--- src/sv/cts_pkg.sv ---
// shared types, character codes and register indexes for the caseless text search
// used by cts_line_track, cts_cell and caseless_text_search; depends on nothing
package cts_pkg;

  // configuration register indexes
  localparam int REG_INDEX_W = 3;
  localparam logic [REG_INDEX_W-1:0] REG_PATTERN_LOW  = 3'd0;
  localparam logic [REG_INDEX_W-1:0] REG_PATTERN_HIGH = 3'd1;
  localparam logic [REG_INDEX_W-1:0] REG_PATTERN_LEN  = 3'd2;
  localparam logic [REG_INDEX_W-1:0] REG_START_POS    = 3'd3;

  localparam int CFG_DATA_W    = 64;
  localparam int PATTERN_BYTES = 16;
  localparam int LENGTH_W      = 5;
  localparam int START_W       = 24;
  localparam int FIELD_W       = 24;

  localparam logic [7:0] CHAR_SPACE  = 8'h20;
  localparam logic [7:0] CHAR_LF     = 8'h0a;
  localparam logic [7:0] CHAR_TAB    = 8'h09;
  localparam logic [7:0] CHAR_CR     = 8'h0d;
  localparam logic [7:0] CHAR_UPPER_A = 8'h41;
  localparam logic [7:0] CHAR_UPPER_Z = 8'h5a;
  localparam logic [7:0] CASE_OFFSET = 8'h20;

  // per-beat control handed to every stage of the chain
  typedef struct packed {
    logic shift;
    logic restart;
  } cell_ctl_t;

  function automatic logic [7:0] to_lower(input logic [7:0] c);
    logic [7:0] r;
    r = c;
    if (c >= CHAR_UPPER_A && c <= CHAR_UPPER_Z) r = c + CASE_OFFSET;
    return r;
  endfunction

  function automatic logic [7:0] fold_text(input logic [7:0] c);
    logic [7:0] r;
    r = to_lower(c);
    if (r == CHAR_SPACE || r == CHAR_LF || r == CHAR_TAB || r == CHAR_CR) r = CHAR_SPACE;
    return r;
  endfunction

endpackage

--- src/sv/cts_line_track.sv ---
// running position, newline count and line start of the text stream
// depends on cts_pkg (cell_ctl_t)
module cts_line_track #(
  parameter int POSITION_BITS = 24
) (
  input  logic                         clk,
  input  logic                         rst,
  input  cts_pkg::cell_ctl_t           ctl,
  input  logic                         is_lf,
  output logic [3*POSITION_BITS-1:0]   info
);

  logic [POSITION_BITS-1:0] pos;
  logic [POSITION_BITS-1:0] line_count;
  logic [POSITION_BITS-1:0] line_begin;

  logic [POSITION_BITS-1:0] base_pos;
  logic [POSITION_BITS-1:0] base_count;
  logic [POSITION_BITS-1:0] base_begin;
  logic [POSITION_BITS-1:0] cur_count;
  logic [POSITION_BITS-1:0] cur_begin;

  always_comb begin
    base_pos   = ctl.restart ? '0 : pos;
    base_count = ctl.restart ? '0 : line_count;
    base_begin = ctl.restart ? '0 : line_begin;
    cur_count  = base_count + POSITION_BITS'(is_lf);
    cur_begin  = is_lf ? base_pos + 1'b1 : base_begin;
  end

  // line info as seen at this byte, the byte itself included
  assign info = {cur_count, cur_begin, base_pos};

  always_ff @(posedge clk) begin
    if (rst) begin
      pos        <= '0;
      line_count <= '0;
      line_begin <= '0;
    end else if (ctl.shift) begin
      pos        <= base_pos + 1'b1;
      line_count <= cur_count;
      line_begin <= cur_begin;
    end
  end

endmodule

--- src/sv/cts_cell.sv ---
// one stage of the match chain: partial match flag and start info of the candidate
// depends on cts_pkg (cell_ctl_t)
module cts_cell #(
  parameter int POSITION_BITS = 24
) (
  input  logic                         clk,
  input  logic                         rst,
  input  cts_pkg::cell_ctl_t           ctl,
  input  logic [7:0]                   text_char,
  input  logic [7:0]                   pattern_char,
  input  logic                         prev_match,
  input  logic [3*POSITION_BITS-1:0]   prev_info,
  output logic                         match,
  output logic [3*POSITION_BITS-1:0]   info
);

  logic match_next;

  assign match_next = prev_match && !ctl.restart && (text_char == pattern_char);

  always_ff @(posedge clk) begin
    if (rst) begin
      match <= 1'b0;
    end else if (ctl.shift) begin
      match <= match_next;
    end
  end

  always_ff @(posedge clk) begin
    if (ctl.shift) begin
      info <= prev_info;
    end
  end

endmodule

--- src/sv/caseless_text_search.sv ---
// caseless text search: one text byte per cycle, result registered behind the chain
// throughput 1 byte per cycle, set by the match chain that advances one stage a beat
// stalls only while a finished result waits on result_stall
// rst clears the chain, counters and result stage; registers return to length 1, zeros
// depends on cts_pkg, cts_line_track, cts_cell
module caseless_text_search #(
  parameter int PATTERN_MAX   = 16,
  parameter int POSITION_BITS = 24
) (
  input  logic                               clk,
  input  logic                               rst,
  // text stream
  input  logic                               text_valid,
  output logic                               text_stall,
  input  logic [7:0]                         text_byte,
  input  logic                               first_byte,
  input  logic                               last_byte,
  // result stream
  output logic                               result_valid,
  input  logic                               result_stall,
  output logic                               found,
  output logic [cts_pkg::FIELD_W-1:0]        match_start,
  output logic [cts_pkg::FIELD_W-1:0]        line_start,
  output logic [cts_pkg::FIELD_W-1:0]        lines_before,
  // register writes
  input  logic                               cfg_valid,
  output logic                               cfg_ready,
  input  logic [cts_pkg::REG_INDEX_W-1:0]    cfg_index,
  input  logic [cts_pkg::CFG_DATA_W-1:0]     cfg_data
);

  localparam int INFO_W = 3 * POSITION_BITS;
  localparam int IDX_W  = (PATTERN_MAX > 1) ? $clog2(PATTERN_MAX) : 1;
  localparam int LEN_W  = $clog2(PATTERN_MAX + 1);
  localparam int CL_W   = (LEN_W > cts_pkg::LENGTH_W) ? LEN_W : cts_pkg::LENGTH_W;
  localparam int CMP_W  = (POSITION_BITS > cts_pkg::START_W) ? POSITION_BITS
                                                              : cts_pkg::START_W;

  // configuration registers
  logic [cts_pkg::CFG_DATA_W-1:0] pattern_low_bytes;
  logic [cts_pkg::CFG_DATA_W-1:0] pattern_high_bytes;
  logic [cts_pkg::LENGTH_W-1:0]   pattern_length;
  logic [cts_pkg::START_W-1:0]    start_position;
  logic [IDX_W-1:0]               len_sel;
  logic [IDX_W-1:0]               len_sel_next;
  logic [CL_W-1:0]                len_wide;

  // handshake and pipeline control
  logic advance;
  logic accept;
  logic done;
  logic eval_valid;
  logic eval_live;
  logic eval_last;
  logic hit_cond;
  logic res_fire;
  logic res_now;

  // chain
  logic [7:0]               text_char;
  logic [INFO_W-1:0]        track_info;
  cts_pkg::cell_ctl_t       track_ctl;
  cts_pkg::cell_ctl_t       cell_ctl     [PATTERN_MAX];
  logic [7:0]               pattern_char [PATTERN_MAX];
  logic [PATTERN_MAX-1:0]   cell_match;
  logic [PATTERN_MAX-1:0]   cell_prev_match;
  logic [INFO_W-1:0]        cell_info    [PATTERN_MAX];
  logic [INFO_W-1:0]        cell_prev_info [PATTERN_MAX];
  logic [2*cts_pkg::CFG_DATA_W-1:0] pattern_all;

  // candidate selected by the pattern length
  logic [INFO_W-1:0]        sel_info;
  logic [POSITION_BITS-1:0] sel_start;
  logic [POSITION_BITS-1:0] sel_line_start;
  logic [POSITION_BITS-1:0] sel_lines_before;

  // ---------------------------------------------------------------------------
  // register writes, always ready
  // ---------------------------------------------------------------------------
  assign cfg_ready = 1'b1;

  always_ff @(posedge clk) begin
    if (rst) begin
      pattern_low_bytes  <= '0;
      pattern_high_bytes <= '0;
      pattern_length     <= cts_pkg::LENGTH_W'(1);
      start_position     <= '0;
    end else if (cfg_valid && cfg_ready) begin
      case (cfg_index)
        cts_pkg::REG_PATTERN_LOW:  pattern_low_bytes  <= cfg_data;
        cts_pkg::REG_PATTERN_HIGH: pattern_high_bytes <= cfg_data;
        cts_pkg::REG_PATTERN_LEN:  pattern_length     <= cfg_data[cts_pkg::LENGTH_W-1:0];
        cts_pkg::REG_START_POS:    start_position     <= cfg_data[cts_pkg::START_W-1:0];
        default: ;
      endcase
    end
  end

  // length 0 acts as 1, anything past the chain acts as the full chain;
  // kept as the index of the last stage in use
  always_comb begin
    len_wide = CL_W'(pattern_length);
    if (len_wide == '0) begin
      len_sel_next = '0;
    end else if (len_wide > CL_W'(PATTERN_MAX)) begin
      len_sel_next = IDX_W'(PATTERN_MAX - 1);
    end else begin
      len_sel_next = IDX_W'(len_wide - 1'b1);
    end
  end

  always_ff @(posedge clk) begin
    if (rst) begin
      len_sel <= '0;
    end else begin
      len_sel <= len_sel_next;
    end
  end

  // ---------------------------------------------------------------------------
  // input side: the whole pipe moves unless a result is held at the output
  // ---------------------------------------------------------------------------
  assign advance    = !(result_valid && result_stall);
  assign text_stall = !advance;
  assign accept     = text_valid && advance;

  assign text_char = cts_pkg::fold_text(text_byte);

  assign track_ctl.shift   = accept;
  assign track_ctl.restart = accept && first_byte;

  cts_line_track #(
    .POSITION_BITS (POSITION_BITS)
  ) u_line_track (
    .clk   (clk),
    .rst   (rst),
    .ctl   (track_ctl),
    .is_lf (text_byte == cts_pkg::CHAR_LF),
    .info  (track_info)
  );

  // ---------------------------------------------------------------------------
  // match chain: stage j is set when the text ending at the newest byte matches
  // pattern bytes 0..j; it carries the start position and line info of that
  // candidate, so stage len-1 holds the full answer
  // ---------------------------------------------------------------------------
  assign pattern_all = {pattern_high_bytes, pattern_low_bytes};

  for (genvar j = 0; j < PATTERN_MAX; j++) begin : g_chain
    if (j < cts_pkg::PATTERN_BYTES) begin : g_pat
      assign pattern_char[j] = cts_pkg::to_lower(pattern_all[8*j +: 8]);
    end else begin : g_pat_zero
      // pattern bytes past the register pair read as zero
      assign pattern_char[j] = '0;
    end

    if (j == 0) begin : g_head
      assign cell_prev_match[j]  = 1'b1;
      assign cell_prev_info[j]   = track_info;
      assign cell_ctl[j].shift   = accept;
      assign cell_ctl[j].restart = 1'b0;
    end else begin : g_body
      // a new search drops every partial candidate older than this byte
      assign cell_prev_match[j]  = cell_match[j-1];
      assign cell_prev_info[j]   = cell_info[j-1];
      assign cell_ctl[j].shift   = accept;
      assign cell_ctl[j].restart = accept && first_byte;
    end

    cts_cell #(
      .POSITION_BITS (POSITION_BITS)
    ) u_cell (
      .clk          (clk),
      .rst          (rst),
      .ctl          (cell_ctl[j]),
      .text_char    (text_char),
      .pattern_char (pattern_char[j]),
      .prev_match   (cell_prev_match[j]),
      .prev_info    (cell_prev_info[j]),
      .match        (cell_match[j]),
      .info         (cell_info[j])
    );
  end

  // ---------------------------------------------------------------------------
  // evaluation stage: the most recently accepted beat is judged against the chain
  // ---------------------------------------------------------------------------
  assign sel_info         = cell_info[len_sel];
  assign sel_start        = sel_info[POSITION_BITS-1:0];
  assign sel_line_start   = sel_info[2*POSITION_BITS-1:POSITION_BITS];
  assign sel_lines_before = sel_info[3*POSITION_BITS-1:2*POSITION_BITS];

  assign hit_cond = cell_match[len_sel] &&
                    (CMP_W'(sel_start) >= CMP_W'(start_position));

  // a result is a hit or, failing that, the end of the document
  assign res_fire = eval_valid && eval_live && (hit_cond || eval_last);
  assign res_now  = advance && res_fire;

  always_ff @(posedge clk) begin
    if (rst) begin
      eval_valid <= 1'b0;
      eval_live  <= 1'b0;
      eval_last  <= 1'b0;
      done       <= 1'b0;
    end else if (advance) begin
      eval_valid <= accept;
      // a beat after a reported result is dropped until a new search starts
      eval_live  <= first_byte || !(done || res_now);
      eval_last  <= last_byte;
      if (accept && first_byte) begin
        done <= 1'b0;
      end else begin
        done <= done || res_now;
      end
    end
  end

  // ---------------------------------------------------------------------------
  // output register, payload held while stalled
  // ---------------------------------------------------------------------------
  always_ff @(posedge clk) begin
    if (rst) begin
      result_valid <= 1'b0;
    end else if (advance) begin
      result_valid <= res_fire;
    end
  end

  always_ff @(posedge clk) begin
    if (advance && res_fire) begin
      found <= hit_cond;
      if (hit_cond) begin
        match_start  <= cts_pkg::FIELD_W'(sel_start);
        line_start   <= cts_pkg::FIELD_W'(sel_line_start);
        lines_before <= cts_pkg::FIELD_W'(sel_lines_before);
      end else begin
        match_start  <= '0;
        line_start   <= '0;
        lines_before <= '0;
      end
    end
  end

  // ---------------------------------------------------------------------------
  // checks
  // ---------------------------------------------------------------------------
  // a not-found beat carries all-zero fields
  a_notfound_zero: assert property (@(posedge clk) disable iff (rst)
    result_valid && !found |-> match_start == '0 && line_start == '0 && lines_before == '0)
    else $error("not-found result with nonzero fields");

  // a reported result closes the search unless a new one starts on the same edge
  a_done_after_result: assert property (@(posedge clk) disable iff (rst)
    res_now && !(accept && first_byte) |=> done)
    else $error("search not closed after a result");

  // an item waiting in evaluation is kept while the output is held
  a_eval_hold: assert property (@(posedge clk) disable iff (rst)
    eval_valid && !advance |=> eval_valid && $stable(eval_last) && $stable(eval_live))
    else $error("evaluation item lost during output stall");

  // without a hit, only the final byte of a document makes a result
  a_no_spurious: assert property (@(posedge clk) disable iff (rst)
    advance && !hit_cond && !eval_last |=> !result_valid)
    else $error("result without a hit or end of text");

endmodule

--- config.mk ---
export PLATFORM = sky130hd
export DESIGN_NAME = caseless_text_search
export DESIGN_NICKNAME = d
export VERILOG_FILES = /design/src/sv/cts_pkg.sv /design/src/sv/cts_line_track.sv /design/src/sv/cts_cell.sv /design/src/sv/caseless_text_search.sv
export SDC_FILE = /design/constraint.sdc
export NUM_CORES = 2
export LEC_CHECK = 0
export BUFFER_PORTS_ARGS = -buffer_cell sky130_fd_sc_hd__buf_2
export CORE_AREA = 2 2 453 455
export CTS_CLUSTER_DIAMETER = 50
export DETAILED_ROUTE_END_ITERATION = 10
export DIE_AREA = 0 0 455 457
export GPL_ROUTABILITY_DRIVEN = 0
export MAX_ROUTING_LAYER = met4
export PLACE_DENSITY_LB_ADDON = 0.05
export SKIP_CTS_REPAIR_TIMING = 1
export SLEW_MARGIN = 15
export SYNTH_ARGS = -nofsm -noshare
export SYNTH_HDL_FRONTEND = slang
export SYNTH_SLANG_ARGS = --single-unit
--- constraint.sdc ---
create_clock -name clk -period 57.3 [get_ports clk]
set_clock_uncertainty 0.2 [all_clocks]
set_input_delay 11.46 -clock clk [delete_from_list [all_inputs] [get_ports clk]]
set_output_delay 11.46 -clock clk [all_outputs]
set_load 0.01 [all_outputs]
; Word level (Yosys, flattened, before mapping)
; Cells that the tools add are included.
[classes]
addsub = 20
n_lt_le_gt_ge = 38
n_eq_ne = 24
muxes = 29
n_bitwise = 1
n_reduce_logical = 70
[op_table]
columns = operator, n
row1 = $bmux 72 s4, 1
row2 = $mux 72, 2
row3 = $mux 8, 18
row4 = $add 8x6->8 const B, 17
row5 = $ge 8x7->1 const B, 17
row6 = $le 8x7->1 const B, 17
row7 = $eq 8x8->1, 16
row8 = $mux 24, 4
row9 = $logic_and 1x1->1, 54
row10 = $eq 8x4->1 const B, 4
row11 = $add 24x1->24, 1
row12 = $add 24x1->24 const B, 1
row13 = $ge 24x24->1, 1
row14 = $eq 8x6->1 const B, 1
row15 = $reduce_and 2->1, 4
row16 = $eq 3x2->1 const B, 2
row17 = $logic_or 1x1->1, 6
row18 = $ge 5x5->1 const B, 1
row19 = $gt 5x5->1 const B, 1
row20 = $logic_not 5->1, 1
row21 = $lt 4x5->1 const B, 1
row22 = $not 4->5, 1
row23 = $bmux 1 s4, 1
row24 = $mux 4, 1
row25 = 6 further kinds, 9
[word_totals]
regBits = 1479

; Longest topological paths before layout
[depth]
ltp_word = 12
depth_mapped = 18
ltp_nobuf = 13

; Modules after synthesis
; From an unflattened synthesis, not the netlist that was laid out.
[hier_totals]
cells_unflattened = 3648
hier_area_um2 = 60421.7
[modules_own_cells]
columns = module, n_inst, cells_per_inst, area_per_inst_um2, seq_area_each_um2
row1 = cts_cell, 16, 88, 2293.4, 2182.1
row2 = caseless_text_search, 1, 1645, 19199.7, 5515.3
row3 = cts_line_track, 1, 595, 4526.8, 1441.4

; Least setup slack after synthesis
; OpenSTA, ideal clock, no wires.
[synth_path]
kind = input to register
start = input port text_valid
end = register g_chain[0].u_cell.info[0] (enable)
t_arrival_ps = 43401
required_ps = 55135
setup_slack_ps = 11733
path_stages = 6
path_cell_list = a21bo_1 -> buf_4 -> inv_2 -> buf_2 -> clkbuf_1 -> clkbuf_1
[synth_between]
elab_chain_cells = 1
[synth_lines]
columns = element, line_no
row1 = "start, declared", caseless_text_search.sv:13  ; input logic text_valid,
row2 = $logic_and 1x1->1, caseless_text_search.sv:125  ; assign accept = text_valid && advance;
row3 = named net accept, caseless_text_search.sv:50  ; logic accept;
row4 = "end signal, assigned", cts_cell.sv:31  ; info <= prev_info;
row5 = "end, declared", cts_cell.sv:14  ; output logic [3*POSITION_BITS-1:0] info
; The timed path passes the listed nets, and every way through them passes these cells.
; A chain may end at the register's enable or synchronous reset.

; Worst setup path after layout
[layout_path]
start = input port result_stall
end = output port text_stall
[layout_between]
elab_chain_cells = 1
[layout_lines]
columns = element, line_no
row1 = "start, declared", caseless_text_search.sv:20  ; input logic result_stall,
row2 = $logic_and 1x1->1, caseless_text_search.sv:123  ; assign advance = !(result_valid && result_stall);
row3 = "end, declared", caseless_text_search.sv:14  ; output logic text_stall,
; Every way passes these cells.

==> flow_metrics.tcl <==
set metrics [dict create \
    netlist.top_cell.by_area "edfxtp_1" \
    die_x_um 455 \
    synth_common_cells "edfxtp_1 (1,225), nand2_1 (471), mux4_2 (364)" \
    area_growth_pct 17.0 \
    syn-num-nets 3907 \
    finalNonFillerCells 6836 \
    arrival_ns 12.27 \
    final_nets 4092 \
    synth_top_area_share_pct 60.7 \
    vias 33400 \
    multi_input_area_um2 17600 \
    async_reset_ff_share_pct 0 \
    avgSynthCellArea_um2 16.0 \
    synth-seq-cells 1479 \
    drt_iter0_drc 2547 \
    synth_fa_ha_area_share_pct 0.961 \
    die_y_um 457 \
    min_from "g_chain[9].u_cell.info[16]$_DFFE_PP_" \
    ff2ff_setup_slack_ns 50.39 \
    period_share_pct 41.8 \
    drc_errors 0 \
    clock_latency_ns 0.82 \
    synth_area_leaders "edfxtp_1 (61%), mux4_2 (14%), dfxtp_1 (8.4%)" \
    synth_warnings 0 \
    die_area_um2 208000 \
    status "finished, final reports clean" \
    min_path_cells 0 \
    antenna_found_initial 17 \
    p_total_mw 2.60 \
    worstReg2RegEnd "line_start[18]$_SDFFCE_PN0P_" \
    netlist_area_um2 60600 \
    setup_tns_ns 0 \
    grt_pass1_vias 34000 \
    portBuffers 156 \
    tritoncts "yes" \
    cts_buffer_depth 3 \
    synth_edf_count 1225 \
    synthXorXnorAreaFrac_pct 1.40 \
    setup_viol 0 \
    power_density_nw_per_um2 36.6 \
    cts_sinks 1479 \
    synth_compound_area_share_pct 5.76 \
    drt_pass1_iterations 7 \
    holdPathEnd "g_chain[10].u_cell.info[16]$_DFFE_PP_" \
    hpwl_um 87800 \
    register_area_um2 41900 \
    grt_max_degree 171 \
    synth_cell_types 88 \
    root_buffer "clkbuf_16" \
    relSlewSlack_pct 16.2 \
    crit_type "input port to output port" \
    cts_buffers 198 \
    finalHoldViolCount 0 \
    postRouteAntennaNets 0 \
    htree_num_levels 4 \
    syn-instance-count 3780 \
    timing.final.crit_period_ns 23.93 \
    n_fill_cell 19300 \
    vias_per_cell 4.88 \
    crit_path_max_fanout 6 \
    grt.total_usage_pct 14.8 \
    hold_path.class "register to register" \
    crit_path_end_kind "output port" \
    drive_above_1_share_pct 22.0 \
    maxCapViolCount 0 \
    synth-main-ff-cell "edfxtp_1" \
    num_rows 166 \
    worst_slew_pin_slew_ns 1.26 \
    grt_overflow 0 \
    crit_required_ns 45.64 \
    synth_mux_area_share_pct 13.9 \
    yosysMostFrequentCell "edfxtp_1" \
    worstRegToRegCells 13 \
    drt_wl_total_um 150000 \
    routedWlPerCell_um 22.0 \
    synth_top_family_by_area "multiplexers" \
    fmax_mhz 41.8 \
    placed_cells 6453 \
    start_util_pct 29.8 \
    start_kind "input port" \
    io_pins 158 \
    rsz0062_at_grt "false" \
    design.core.area_um2 203000 \
    p_leak_nw 23.2 \
    r2r-start "len_sel[0]$_SDFF_PP0_" \
    grt_pass1_wl_um 227000 \
    max-vdd-ir-drop_v 0.0000296 \
    drv_slew 0 \
    clk_pin_slew_ns 0.06 \
    ys_seq_area_share_pct 69.0 \
    synth-simple-area-share_pct 6.86 \
]
[cell type report]
type | instances | share of cell area, %
tap | 2688 | 4.74
inverter | 83 | 0.453
timing repair buffer | 209 | 1.76
sequential | 1479 | 59.0
antenna | 13 | 0.0458
multi-input combinational | 1994 | 24.8
clock buffer | 243 | 7.36
clock inverter | 127 | 1.83
[cell families after synthesis]
logic type | count (synthesis)
DFF | 1479
and+or+nand+nor | 904
AOI/OAI and AO/OA | 557
muxes | 388
buffers and inverters | 307
xor gates and xnor gates | 97
adders and majority gates | 47
other | 1
[report_power, final]
part	switching, mW	internal, mW	total, mW
Combinational	0.0718	0.0488	0.121
Clock	0.495	0.729	1.22
Sequential	0.0284	1.23	1.25
Total	0.595	2.00	2.60
[sequential cells by signal, indices dropped and copies added (netlist names)]
signal,flops
u_line_track.line_count,24
line_start,24
eval_valid,1
result_valid,1
pattern_low_bytes,64
u_line_track.pos,24
found,1
eval_live,1
u_line_track.line_begin,24
len_wide,5
done,1
g_chain.u_cell.info,1152
eval_last,1
lines_before,24
len_sel,4
match_start,24
pattern_high_bytes,64
g_chain.u_cell.match,16
start_position,24
[how the worst max path moves through the flow]
stage,to,from,slack [ns]
2_1_floorplan,g_chain[0].u_cell.info[0]$_DFFE_PP_,text_valid,11.73
3_3_place_gp,text_stall,result_stall,33.29
3_5_place_dp,text_stall,result_stall,33.29
4_1_cts,text_stall,result_stall,33.29
5_1_grt,text_stall,result_stall,33.28
6_report,text_stall,result_stall,33.37
[worst max-delay path: stages]
cell and delay (ns):
buf_2 0.11, nand2_1 0.33, inv_1 0.17, buf_2 0.19
[cells in the final DEF, fill, tap and decap left out, types with 16 or more instances in the layout]
cell type / Yosys / layout
a21oi_1: 248 / 248
a222oi_1: 16 / 16
a22oi_1: 17 / 17
and2_1: 87 / 87
and3_1: 23 / 23
buf_2: 37 / 155
buf_4: 5 / 48
bufinv_16: 0 / 17
clkbuf_1: 156 / 37
clkbuf_16: 0 / 200
clkinv_1: 2 / 39
clkinv_2: 0 / 23
dfxtp_1: 254 / 250
edfxtp_1: 1225 / 1225
ha_1: 45 / 45
inv_1: 79 / 78
mux2i_1: 19 / 19
mux4_2: 364 / 364
nand2_1: 471 / 471
nand3_1: 43 / 43
nand4_1: 22 / 22
nor2_1: 133 / 130
nor3_1: 49 / 48
o21ai_0: 90 / 90
o22ai_1: 27 / 27
xnor2_1: 45 / 45
xor2_1: 52 / 52
[per-stage QoR]
step	hold WS, ns	setup WS (ns)	utilization (%)	instance area, um2
after CTS	0.227	33.29	34.9	70900
after global routing	0.234	33.28	34.9	71000
final	0.227	33.37	34.9	71000
after floorplan	0.221	11.73	-	60600
after global placement	0.225	33.29	31.7	64400
after detailed placement	0.227	33.29	31.7	64400
[layer usage]
layer | vias to the layer above | track usage, % | wire length, um
met1 | 17200 | 21.7 | 74800
met4 | 0 | 3.99 | 3210
li1 | 15200 | - | -
met3 | 252 | 2.83 | 6440
met5 | - | - | 0
met2 | 647 | 20.9 | 65600
Note: power is estimated with default switching activity, not from simulation.
